## src/rtl/rcsv_pkg.sv

```systemverilog
`default_nettype none

package rcsv_pkg;

  localparam int unsigned BYTE_W    = 8;
  localparam int unsigned LED_IDX_W = 4;
  localparam int unsigned CHAN_W    = 2;

  // character codes the parser looks at
  localparam logic [BYTE_W-1:0] CH_NUL   = 8'h00;
  localparam logic [BYTE_W-1:0] CH_TAB   = 8'h09;
  localparam logic [BYTE_W-1:0] CH_LF    = 8'h0A;
  localparam logic [BYTE_W-1:0] CH_CR    = 8'h0D;
  localparam logic [BYTE_W-1:0] CH_SPACE = 8'h20;
  localparam logic [BYTE_W-1:0] CH_PLUS  = 8'h2B;
  localparam logic [BYTE_W-1:0] CH_COMMA = 8'h2C;
  localparam logic [BYTE_W-1:0] CH_MINUS = 8'h2D;
  localparam logic [BYTE_W-1:0] CH_ZERO  = 8'h30;
  localparam logic [BYTE_W-1:0] CH_NINE  = 8'h39;

  // reciprocal of 3 for 8-bit operands: x/3 == (x*171) >> 9
  localparam logic [15:0] DIV3_MUL   = 16'd171;
  localparam int unsigned DIV3_SHIFT = 9;

  typedef enum logic [1:0] {
    PH_SKIP   = 2'd0,
    PH_DIGITS = 2'd1,
    PH_DONE   = 2'd2
  } rcsv_phase_e;

  typedef struct packed {
    logic [BYTE_W-1:0]    echo_byte;
    logic                 write_valid;
    logic [LED_IDX_W-1:0] led_index;
    logic [CHAN_W-1:0]    channel;
    logic [BYTE_W-1:0]    value;
    logic                 line_done;
  } rcsv_result_t;

endpackage

`default_nettype wire

```

## src/rtl/rcsv_ifs.sv

```systemverilog
`default_nettype none

interface rcsv_in_if
  import rcsv_pkg::*;
();
  logic              valid;
  logic              ready;
  logic [BYTE_W-1:0] rx_byte;

  modport source (output valid, output rx_byte, input ready);
  modport sink   (input valid, input rx_byte, output ready);
endinterface

interface rcsv_out_if
  import rcsv_pkg::*;
();
  logic                 valid;
  logic                 ready;
  logic [BYTE_W-1:0]    echo_byte;
  logic                 write_valid;
  logic [LED_IDX_W-1:0] led_index;
  logic [CHAN_W-1:0]    channel;
  logic [BYTE_W-1:0]    value;
  logic                 line_done;

  modport source (output valid, output echo_byte, output write_valid, output led_index,
                  output channel, output value, output line_done, input ready);
  modport sink   (input valid, input echo_byte, input write_valid, input led_index,
                  input channel, input value, input line_done, output ready);
endinterface

`default_nettype wire

```

## src/rtl/rgb_csv_line_parser_unit.sv

```systemverilog
// RGB CSV line parser.
// rx_i carries received serial bytes, one item each. tx_o returns exactly one
// result item per byte: the byte echoed, an optional color component write
// (led_index, channel, value, flagged by write_valid) and line_done, which marks
// the byte that ends a line so the frame can be refreshed.
// Lines are comma-separated decimal tokens; token t writes LED t/3, channel t%3.
// A line ends at CR/LF or at the byte after LINE_MAX stored bytes (that byte is
// dropped from parsing). A NUL stops parsing until the line end.
// Pipeline: an input register, then the combinational parser state update and
// result logic, then the result register. The result is valid once the item
// has passed the input register and the result register; throughput is one item
// per cycle while tx_o takes results, as the parser core updates once per item.
// When tx_o stalls, the result register holds and the input register still
// takes one more item; rx_i.ready drops only while both registers are full.
// Reset clears both pipeline valids and all parser state (start of a line).

`default_nettype none

module rgb_csv_line_parser_unit
  import rcsv_pkg::*;
#(
  parameter int unsigned LED_COUNT = 16,
  parameter int unsigned LINE_MAX  = 255
) (
  input  wire logic   clk_i,
  input  wire logic   rst_ni,
  rcsv_in_if.sink     rx_i,
  rcsv_out_if.source  tx_o
);

  logic              in_valid_q;
  logic [BYTE_W-1:0] in_byte_q;
  logic              out_valid_q;
  rcsv_result_t      res_q;
  rcsv_result_t      res_c;
  logic              s1_fire;

  // stage 1 moves into the result register when that is empty or draining
  assign s1_fire    = in_valid_q && (!out_valid_q || tx_o.ready);
  assign rx_i.ready = !in_valid_q || s1_fire;

  rcsv_parse_core #(
    .LED_COUNT (LED_COUNT),
    .LINE_MAX  (LINE_MAX)
  ) u_core (
    .clk_i  (clk_i),
    .rst_ni (rst_ni),
    .step_i (s1_fire),
    .byte_i (in_byte_q),
    .res_o  (res_c)
  );

  always_ff @(posedge clk_i or negedge rst_ni) begin
    if (!rst_ni) begin
      in_valid_q  <= 1'b0;
      out_valid_q <= 1'b0;
    end else begin
      if (rx_i.ready) begin
        in_valid_q <= rx_i.valid;
      end
      if (s1_fire) begin
        out_valid_q <= 1'b1;
      end else if (tx_o.ready) begin
        out_valid_q <= 1'b0;
      end
    end
  end

  // payload registers, no reset needed
  always_ff @(posedge clk_i) begin
    if (rx_i.ready && rx_i.valid) begin
      in_byte_q <= rx_i.rx_byte;
    end
    if (s1_fire) begin
      res_q <= res_c;
    end
  end

  assign tx_o.valid       = out_valid_q;
  assign tx_o.echo_byte   = res_q.echo_byte;
  assign tx_o.write_valid = res_q.write_valid;
  assign tx_o.led_index   = res_q.led_index;
  assign tx_o.channel     = res_q.channel;
  assign tx_o.value       = res_q.value;
  assign tx_o.line_done   = res_q.line_done;

  // a stalled result must not be overwritten by the parser stage
  a_res_hold : assert property (@(posedge clk_i) disable iff (!rst_ni)
    (out_valid_q && !tx_o.ready) |=> $stable(res_q))
    else $error("result changed while stalled");

  // every item leaving stage 1 lands in the result register
  a_s1_lands : assert property (@(posedge clk_i) disable iff (!rst_ni)
    s1_fire |=> out_valid_q)
    else $error("stage 1 item lost");

  // write fields are zero unless a write is flagged
  a_no_write_zero : assert property (@(posedge clk_i) disable iff (!rst_ni)
    (out_valid_q && !res_q.write_valid) |->
      (res_q.led_index == '0 && res_q.channel == '0 && res_q.value == '0))
    else $error("write fields set without write_valid");

  // channel comes from token mod 3
  a_chan_range : assert property (@(posedge clk_i) disable iff (!rst_ni)
    out_valid_q |-> (res_q.channel != 2'd3))
    else $error("channel out of range");

endmodule

`default_nettype wire

```

## src/rtl/rcsv_parse_core.sv

```systemverilog
`default_nettype none

module rcsv_parse_core
  import rcsv_pkg::*;
#(
  parameter int unsigned LED_COUNT = 16,
  parameter int unsigned LINE_MAX  = 255
) (
  input  wire logic              clk_i,
  input  wire logic              rst_ni,
  input  wire logic              step_i,
  input  wire logic [BYTE_W-1:0] byte_i,
  output rcsv_result_t           res_o
);

  localparam int unsigned TokMax = LED_COUNT * 3;
  localparam int unsigned TokW   = $clog2(TokMax + 1);
  localparam int unsigned CntW   = $clog2(LINE_MAX + 1);

  logic [CntW-1:0]   cnt_q, cnt_d;
  logic [TokW-1:0]   tok_q, tok_d;
  logic              open_q, open_d;
  rcsv_phase_e       phase_q, phase_d;
  logic              neg_q, neg_d;
  logic [BYTE_W-1:0] acc_q, acc_d;
  logic              ended_q, ended_d;

  always_comb begin
    logic              ws, digit, sign, eol, full, feed, nul, fin, line_end, wr;
    logic [BYTE_W-1:0] acc10, tok8, rem8, val;
    logic [15:0]       prod;
    logic [6:0]        quo;
    logic              open_f, neg_f;
    rcsv_phase_e       phase_f;
    logic [BYTE_W-1:0] acc_f;

    ws    = (byte_i == CH_SPACE) || ((byte_i >= CH_TAB) && (byte_i <= CH_CR));
    digit = (byte_i >= CH_ZERO) && (byte_i <= CH_NINE);
    sign  = (byte_i == CH_PLUS) || (byte_i == CH_MINUS);
    eol   = (byte_i == CH_LF) || (byte_i == CH_CR);
    full  = cnt_q >= CntW'(LINE_MAX);

    feed = !full && !ended_q && (byte_i != CH_NUL) && (byte_i != CH_COMMA);
    nul  = !full && !ended_q && (byte_i == CH_NUL);
    fin  = !ended_q && (full || (byte_i == CH_NUL) || (byte_i == CH_COMMA) || eol);
    // a full line drops the byte, so a CR there does not matter either way
    line_end = full || eol;
    wr = fin && (open_q || feed) && (tok_q < TokW'(TokMax));

    // acc*10 + digit, mod 256; digit value is the low nibble of '0'..'9'
    acc10 = {acc_q[4:0], 3'b000} + {acc_q[6:0], 1'b0} + {4'b0000, byte_i[3:0]};

    open_f  = open_q;
    neg_f   = neg_q;
    phase_f = phase_q;
    acc_f   = acc_q;
    if (feed) begin
      open_f = 1'b1;
      case (phase_q)
        PH_SKIP: begin
          if (!ws) begin
            if (sign) begin
              neg_f   = (byte_i == CH_MINUS);
              phase_f = PH_DIGITS;
            end else if (digit) begin
              acc_f   = acc10;
              phase_f = PH_DIGITS;
            end else begin
              phase_f = PH_DONE;
            end
          end
        end
        PH_DIGITS: begin
          if (digit) begin
            acc_f = acc10;
          end else begin
            phase_f = PH_DONE;
          end
        end
        default: begin
        end
      endcase
    end

    // led = token/3, channel = token mod 3
    tok8 = BYTE_W'(tok_q);
    prod = {8'h00, tok8} * DIV3_MUL;
    quo  = prod[15:DIV3_SHIFT];
    rem8 = tok8 - ({1'b0, quo} + {quo, 1'b0});
    val  = neg_q ? (8'd0 - acc_q) : acc_q;

    res_o.echo_byte   = byte_i;
    res_o.write_valid = wr;
    res_o.led_index   = wr ? quo[LED_IDX_W-1:0] : '0;
    res_o.channel     = wr ? rem8[CHAN_W-1:0] : '0;
    res_o.value       = wr ? val : '0;
    res_o.line_done   = line_end;

    if (line_end) begin
      cnt_d   = '0;
      tok_d   = '0;
      ended_d = 1'b0;
      open_d  = 1'b0;
      neg_d   = 1'b0;
      phase_d = PH_SKIP;
      acc_d   = '0;
    end else if (fin) begin
      cnt_d   = cnt_q + 1'b1;
      tok_d   = tok_q + TokW'(wr);
      ended_d = ended_q | nul;
      open_d  = 1'b0;
      neg_d   = 1'b0;
      phase_d = PH_SKIP;
      acc_d   = '0;
    end else begin
      cnt_d   = cnt_q + 1'b1;
      tok_d   = tok_q;
      ended_d = ended_q;
      open_d  = open_f;
      neg_d   = neg_f;
      phase_d = phase_f;
      acc_d   = acc_f;
    end
  end

  always_ff @(posedge clk_i or negedge rst_ni) begin
    if (!rst_ni) begin
      cnt_q   <= '0;
      tok_q   <= '0;
      open_q  <= 1'b0;
      phase_q <= PH_SKIP;
      neg_q   <= 1'b0;
      acc_q   <= '0;
      ended_q <= 1'b0;
    end else if (step_i) begin
      cnt_q   <= cnt_d;
      tok_q   <= tok_d;
      open_q  <= open_d;
      phase_q <= phase_d;
      neg_q   <= neg_d;
      acc_q   <= acc_d;
      ended_q <= ended_d;
    end
  end

endmodule

`default_nettype wire

```

## src/flat_wrapper.sv

```systemverilog
// flat-port wrapper written by rule: the top's interface ports become plain ports
module rgb_csv_line_parser_unit_flat import rcsv_pkg::*;
#(
  parameter int unsigned LED_COUNT = 16,
  parameter int unsigned LINE_MAX  = 255
)
  (clk_i, rst_ni, rx_i_valid, rx_i_rx_byte, rx_i_ready, tx_o_valid, tx_o_echo_byte, tx_o_write_valid, tx_o_led_index, tx_o_channel, tx_o_value, tx_o_line_done, tx_o_ready);
  rcsv_in_if rx_i_i ();
  rcsv_out_if tx_o_i ();
  input  wire logic clk_i;
  input  wire logic rst_ni;
  input wire logic [$bits(rx_i_i.valid)-1:0] rx_i_valid;
  input wire logic [$bits(rx_i_i.rx_byte)-1:0] rx_i_rx_byte;
  output wire logic [$bits(rx_i_i.ready)-1:0] rx_i_ready;
  output wire logic [$bits(tx_o_i.valid)-1:0] tx_o_valid;
  output wire logic [$bits(tx_o_i.echo_byte)-1:0] tx_o_echo_byte;
  output wire logic [$bits(tx_o_i.write_valid)-1:0] tx_o_write_valid;
  output wire logic [$bits(tx_o_i.led_index)-1:0] tx_o_led_index;
  output wire logic [$bits(tx_o_i.channel)-1:0] tx_o_channel;
  output wire logic [$bits(tx_o_i.value)-1:0] tx_o_value;
  output wire logic [$bits(tx_o_i.line_done)-1:0] tx_o_line_done;
  input wire logic [$bits(tx_o_i.ready)-1:0] tx_o_ready;
  assign rx_i_i.valid = rx_i_valid;
  assign rx_i_i.rx_byte = rx_i_rx_byte;
  assign rx_i_ready = rx_i_i.ready;
  assign tx_o_valid = tx_o_i.valid;
  assign tx_o_echo_byte = tx_o_i.echo_byte;
  assign tx_o_write_valid = tx_o_i.write_valid;
  assign tx_o_led_index = tx_o_i.led_index;
  assign tx_o_channel = tx_o_i.channel;
  assign tx_o_value = tx_o_i.value;
  assign tx_o_line_done = tx_o_i.line_done;
  assign tx_o_i.ready = tx_o_ready;
  rgb_csv_line_parser_unit #(.LED_COUNT(LED_COUNT), .LINE_MAX(LINE_MAX)) u_core (.clk_i(clk_i), .rst_ni(rst_ni), .rx_i(rx_i_i), .tx_o(tx_o_i));
endmodule
```

## config.mk

```make
export PLATFORM = sky130hd
export DESIGN_NAME = rgb_csv_line_parser_unit_flat
export DESIGN_NICKNAME = d
export VERILOG_FILES = /design/src/rtl/rcsv_pkg.sv /design/src/rtl/rcsv_ifs.sv /design/src/rtl/rgb_csv_line_parser_unit.sv /design/src/rtl/rcsv_parse_core.sv /design/src/flat_wrapper.sv
export SDC_FILE = /design/constraint.sdc
export NUM_CORES = 1
export LEC_CHECK = 0
export BUFFER_PORTS_ARGS = -buffer_cell sky130_fd_sc_hd__buf_2
export CAP_MARGIN = 20
export CORE_UTILIZATION = 50
export CTS_BUF_LIST = sky130_fd_sc_hd__clkbuf_2
export CTS_CLUSTER_SIZE = 25
export DETAILED_ROUTE_END_ITERATION = 10
export GPL_TIMING_DRIVEN = 0
export PLACE_DENSITY_LB_ADDON = 0.3
export SETUP_SLACK_MARGIN = 0.15
export SYNTH_ARGS = -nofsm -noshare
export SYNTH_HDL_FRONTEND = slang
export SYNTH_HIERARCHICAL = 1
export SYNTH_SLANG_ARGS = --single-unit
```

## constraint.sdc

```tcl
create_clock -name clk_i -period 5.4 [get_ports clk_i]
set_input_delay 1.62 -clock clk_i [delete_from_list [all_inputs] [get_ports clk_i]]
set_output_delay 1.62 -clock clk_i [all_outputs]
set_load 0.02 [all_outputs]
```

==> results by group <==
Run status
  – Status: finished, final reports clean

Timing
  – Maximum clock rate: 229 MHz
  – Max-slew violation count: 0
  – Min Tclk post-route: 4.36 ns
  – Fin Hold WS: 0.512 ns
  – Setup Skew: 0.0230 ns
  – Slew margin rel.: 56.4%
  – Period utilization: 80.7%
  – Setup TNS: 0 ns
  – Slew @ Worst Pin: 0.653 ns
  – Setup-failing EPs final: 0
  – Unrepaired setup endpoints after global routing: no
  – Final hold vios: 0

Detailed routing
  – WL final: 6750 µm
  – DRC: 0
  – Vias: 2,719
  – Antenna Nets Post-Route: 0
  – WL/cell: 13.6 µm
  – Initial drt markers: 128
  – Drt via density: 5.47
  – 1st-pass router iterations: 4

Die
  – Die Wd: 88.8 µm
  – Row cnt: 31
  – Die area: 7890 µm²
  – Core outline area: 7250 µm²
  – Die height: 88.8 µm
  – Initial Util: 52.0%
  – I/O pin cnt: 38

Clock tree
  – TritonCTS clock tree: built
  – Worst skew pair latency: 0.50 ns
  – Hold Buf Count CTS: 0
  – Cts bufs inserted: 9
  – CTS Root Cell: clkbuf_2
  – Post-CTS Setup Bufs: 0
  – CTS Buffer Depth: 2
  – Htree depth: 3
  – Clock Pin Slew Worst Setup and Hold Paths: 0.15 ns
  – Clock sink count: 61
  – Post-CTS resize count: 0

Critical path
  – Worst R2R Path Depth: 16
  – R2R Path Start: u_core/u_core/tok_q[3]
  – R2R Path End: u_core/tx_o.channel[1]
  – Critical-path top delay cell: fa_1
  – Worst stage delay on the critical path: 0.51 ns
  – Crit path kind: flip-flop to flip-flop
  – CP Launch Point: u_core/u_core/tok_q[3]
  – Critical path cell sequence: ha_1 -> fa_1 -> fa_1 -> ha_1 -> a21o_1 -> a21oi_1 -> a21bo_2 -> xor2_1 -> ha_1 -> inv_1 -> ha_1 -> nor2_1 -> xnor2_1 -> xnor3_1 -> xnor2_1 -> nor2_1
  – Crit start category: flip-flop
  – Worst EP arrival: 4.62 ns
  – R2R setup slack: 1.04 ns
  – CP most frequent cell: ha_1
  – Worst endpoint required time: 5.66 ns
  – Critical Path Sink Type: flip-flop
  – End of the critical path: u_core/tx_o.channel[1]
  – CP max FO: 6

Logic synthesis
  – Post-synth top area share: 25.5%
  – Adder-Cell Fraction of Synth Area: 17.0%
  – XOR/XNOR share of the synthesized area: 6.41%
  – Warnings from Yosys: 6
  – Mux share of post-synthesis cell area: 0.797%
  – Combinational family with the most area after synthesis: adder cells
  – Register area share after synthesis: 44.7%
  – Mean post-synth cell area: 11.0 µm²
  – Largest area contributor in the netlist: edfxtp_1
  – Post-synth ARST share: 47.5%
  – Library cells used by synthesis: 52
  – Syn Inst Count: 344
  – Mapped Area: 3770 µm²
  – Post-synth EDFFs: 32
  – Synth Area in Simple Gates: 13.8%
  – Top FF cell, synth: edfxtp_1
  – Compound-gate portion of the synthesized area: 12.6%
  – Synthesis-stage register bit count: 61
  – Post-synth net total: 403
  – Top post-synthesis cells by area: edfxtp_1, dfrtp_1, ha_1

Finish
  – Synth-to-layout area growth: 12.4%
  – Final Non-Filler Cells: 497
  – Share of cells above drive strength 1: 19.1%
  – N_diodes: 0
  – Final nets: 452
  – Final instance area: 4240 µm²

Power
  – Switching share of total power: 27.0%
  – Clock Power Share: 30.6%
  – Standby leakage power: 2.09 nW
  – Int Power: 749 µW
  – Sequential power share: 55.9%
  – Sw power: 277 µW
  – Max IR drop VDD: 0.000214 V
  – Combinational share of power: 13.5%
  – Power per cell area: 242 nW/µm²

Placement
  – Inst Count DP: 481
  – Routability cong.: 0.818
  – Port bufs: 37
  – Placement Cell Area: 4110 µm²
  – Final HPWL DP: 4930 µm

Global route
  – Total track usage: 19.2%
  – Initial antenna violation count: 0
  – First-pass GRT wire length: 11,400 µm
  – Vias in the first global route: 2,551
  – Total gr overflow: 0
  – Largest net degree at the start of global routing: 30

Hold path
  – Hold Path Class: flip-flop to flip-flop

Flow run
  – Maxcap violations: 0
[power by group through the flow]
stage	registers [mW]	logic, mW	clock network (mW)
5_1_grt	0.581	0.155	0.346
2_1_floorplan	0.591	0.0806	0
6_report	0.574	0.139	0.313
3_5_place_dp	0.581	0.140	0
3_3_place_gp	0.581	0.129	0
4_1_cts	0.573	0.140	0.321
[per-layer routing]
layer / global-route usage (%) / up-vias / share of wire [%]
li1: - / 1333 / -
met1: 23.7 / 1305 / 45
met2: 32.4 / 75 / 50
met3: 6.53 / 6 / 4.6
met4: 4.69 / 0 / 0.82
met5: 0 / - / 0
[through the flow]
step / worst slack [ns] / power (mW) / util (%)
2_1_floorplan: 1.31 / 0.672 / -
3_3_place_gp: 1.11 / 0.710 / 56.2
3_5_place_dp: 1.06 / 0.721 / 56.6
4_1_cts: 1.02 / 1.03 / 58.4
5_1_grt: 0.775 / 1.08 / 58.4
6_report: 1.04 / 1.03 / 58.4
[cells in the mapped netlist (7+ instances only)]
cell type  instances
ha_1              40
nor2_1            33
edfxtp_1          32
dfrtp_1           29
nand2_1           24
o21ai_0           19
inv_1             15
xnor2_1           14
a21oi_1           12
xor2_1            11
buf_4              9
nand3_1            9
a22o_1             8
fa_1               7
[worst max-delay path: cells and delay by family (launching register included)]
family / cells / cell delay (ns)
XOR/XNOR: 4 / 0.69
AND/OR/NAND/NOR: 2 / 0.18
buffers and inverters: 1 / 0.04
AO/OA/AOI/OAI: 3 / 0.70
flip-flops: 1 / 0.47
adder cells (fa/ha/maj): 6 / 2.06
[cell usage in the layout, fill, tap and decap left out, drive strengths merged, types with 4 or more instances in the layout]
cell | netlist | routed
buf | 13 | 51
ha | 40 | 40
nor2 | 33 | 33
edfxtp | 32 | 32
dfrtp | 29 | 29
nand2 | 24 | 24
o21ai | 20 | 20
inv | 16 | 16
clkbuf | 5 | 16
xnor2 | 14 | 14
a21oi | 13 | 13
xor2 | 11 | 11
nand3 | 9 | 9
a22o | 8 | 8
fa | 7 | 7
nor3 | 6 | 6
a21o | 6 | 6
o31ai | 6 | 6
nand2b | 5 | 5
and3 | 4 | 4
and2 | 4 | 4
or3 | 4 | 4
[worst min path at each step]
| stage | start | end | slack (ns) | depth (start not counted) |
|---|---|---|---|---|
| detailed placement | u_core/u_core/open_q | u_core/u_core/open_q | 0.48 | 2 |
| finish | u_core/u_core/open_q | u_core/u_core/open_q | 0.51 | 2 |
| global route | u_core/u_core/open_q | u_core/u_core/open_q | 0.54 | 2 |
| floorplan | u_core/u_core/open_q | u_core/u_core/open_q | 0.45 | 2 |
| CTS | u_core/u_core/open_q | u_core/u_core/open_q | 0.51 | 2 |
| global placement | u_core/u_core/open_q | u_core/u_core/open_q | 0.46 | 2 |
[flip-flops by register name, indices dropped and copies added (netlist names)]
register and cells:
u_core/tx_o.write_valid 1, u_core/u_core/open_q 1, u_core/tx_o.led_index 4, u_core/u_core/neg_q 1
u_core/u_core/cnt_q 8, u_core/tx_o.channel 2, u_core/u_core/acc_q 8, u_core/u_core/phase_q 2
u_core/u_core/ended_q 1, u_core/in_valid_q 1, u_core/in_byte_q 8, u_core/tx_o.value 8
u_core/tx_o.echo_byte 8, u_core/tx_o.line_done 1, u_core/u_core/tok_q 6, u_core/tx_o.valid 1
[logic make-up after synthesis]
| logic type | after synthesis |
|---|---|
| and+or+nand+nor | 103 |
| xor gates and xnor gates | 26 |
| DFF | 61 |
| buffers and inverters | 34 |
| adders and majority gates | 47 |
| AOI/OAI and AO/OA | 70 |
| muxes | 3 |
[cell type report]
type                    count  area (µm²)
fillers                   620        3020
multi-input cells         249        1910
flip-flops and latches     61        1690
repair buffers             38         213
well taps                  99         124
plain buffers              18         113
clock inverters             5        75.1
inverters                  16        60.1
clock buffers              11        55.1
Power figures use the tool's default switching activity.
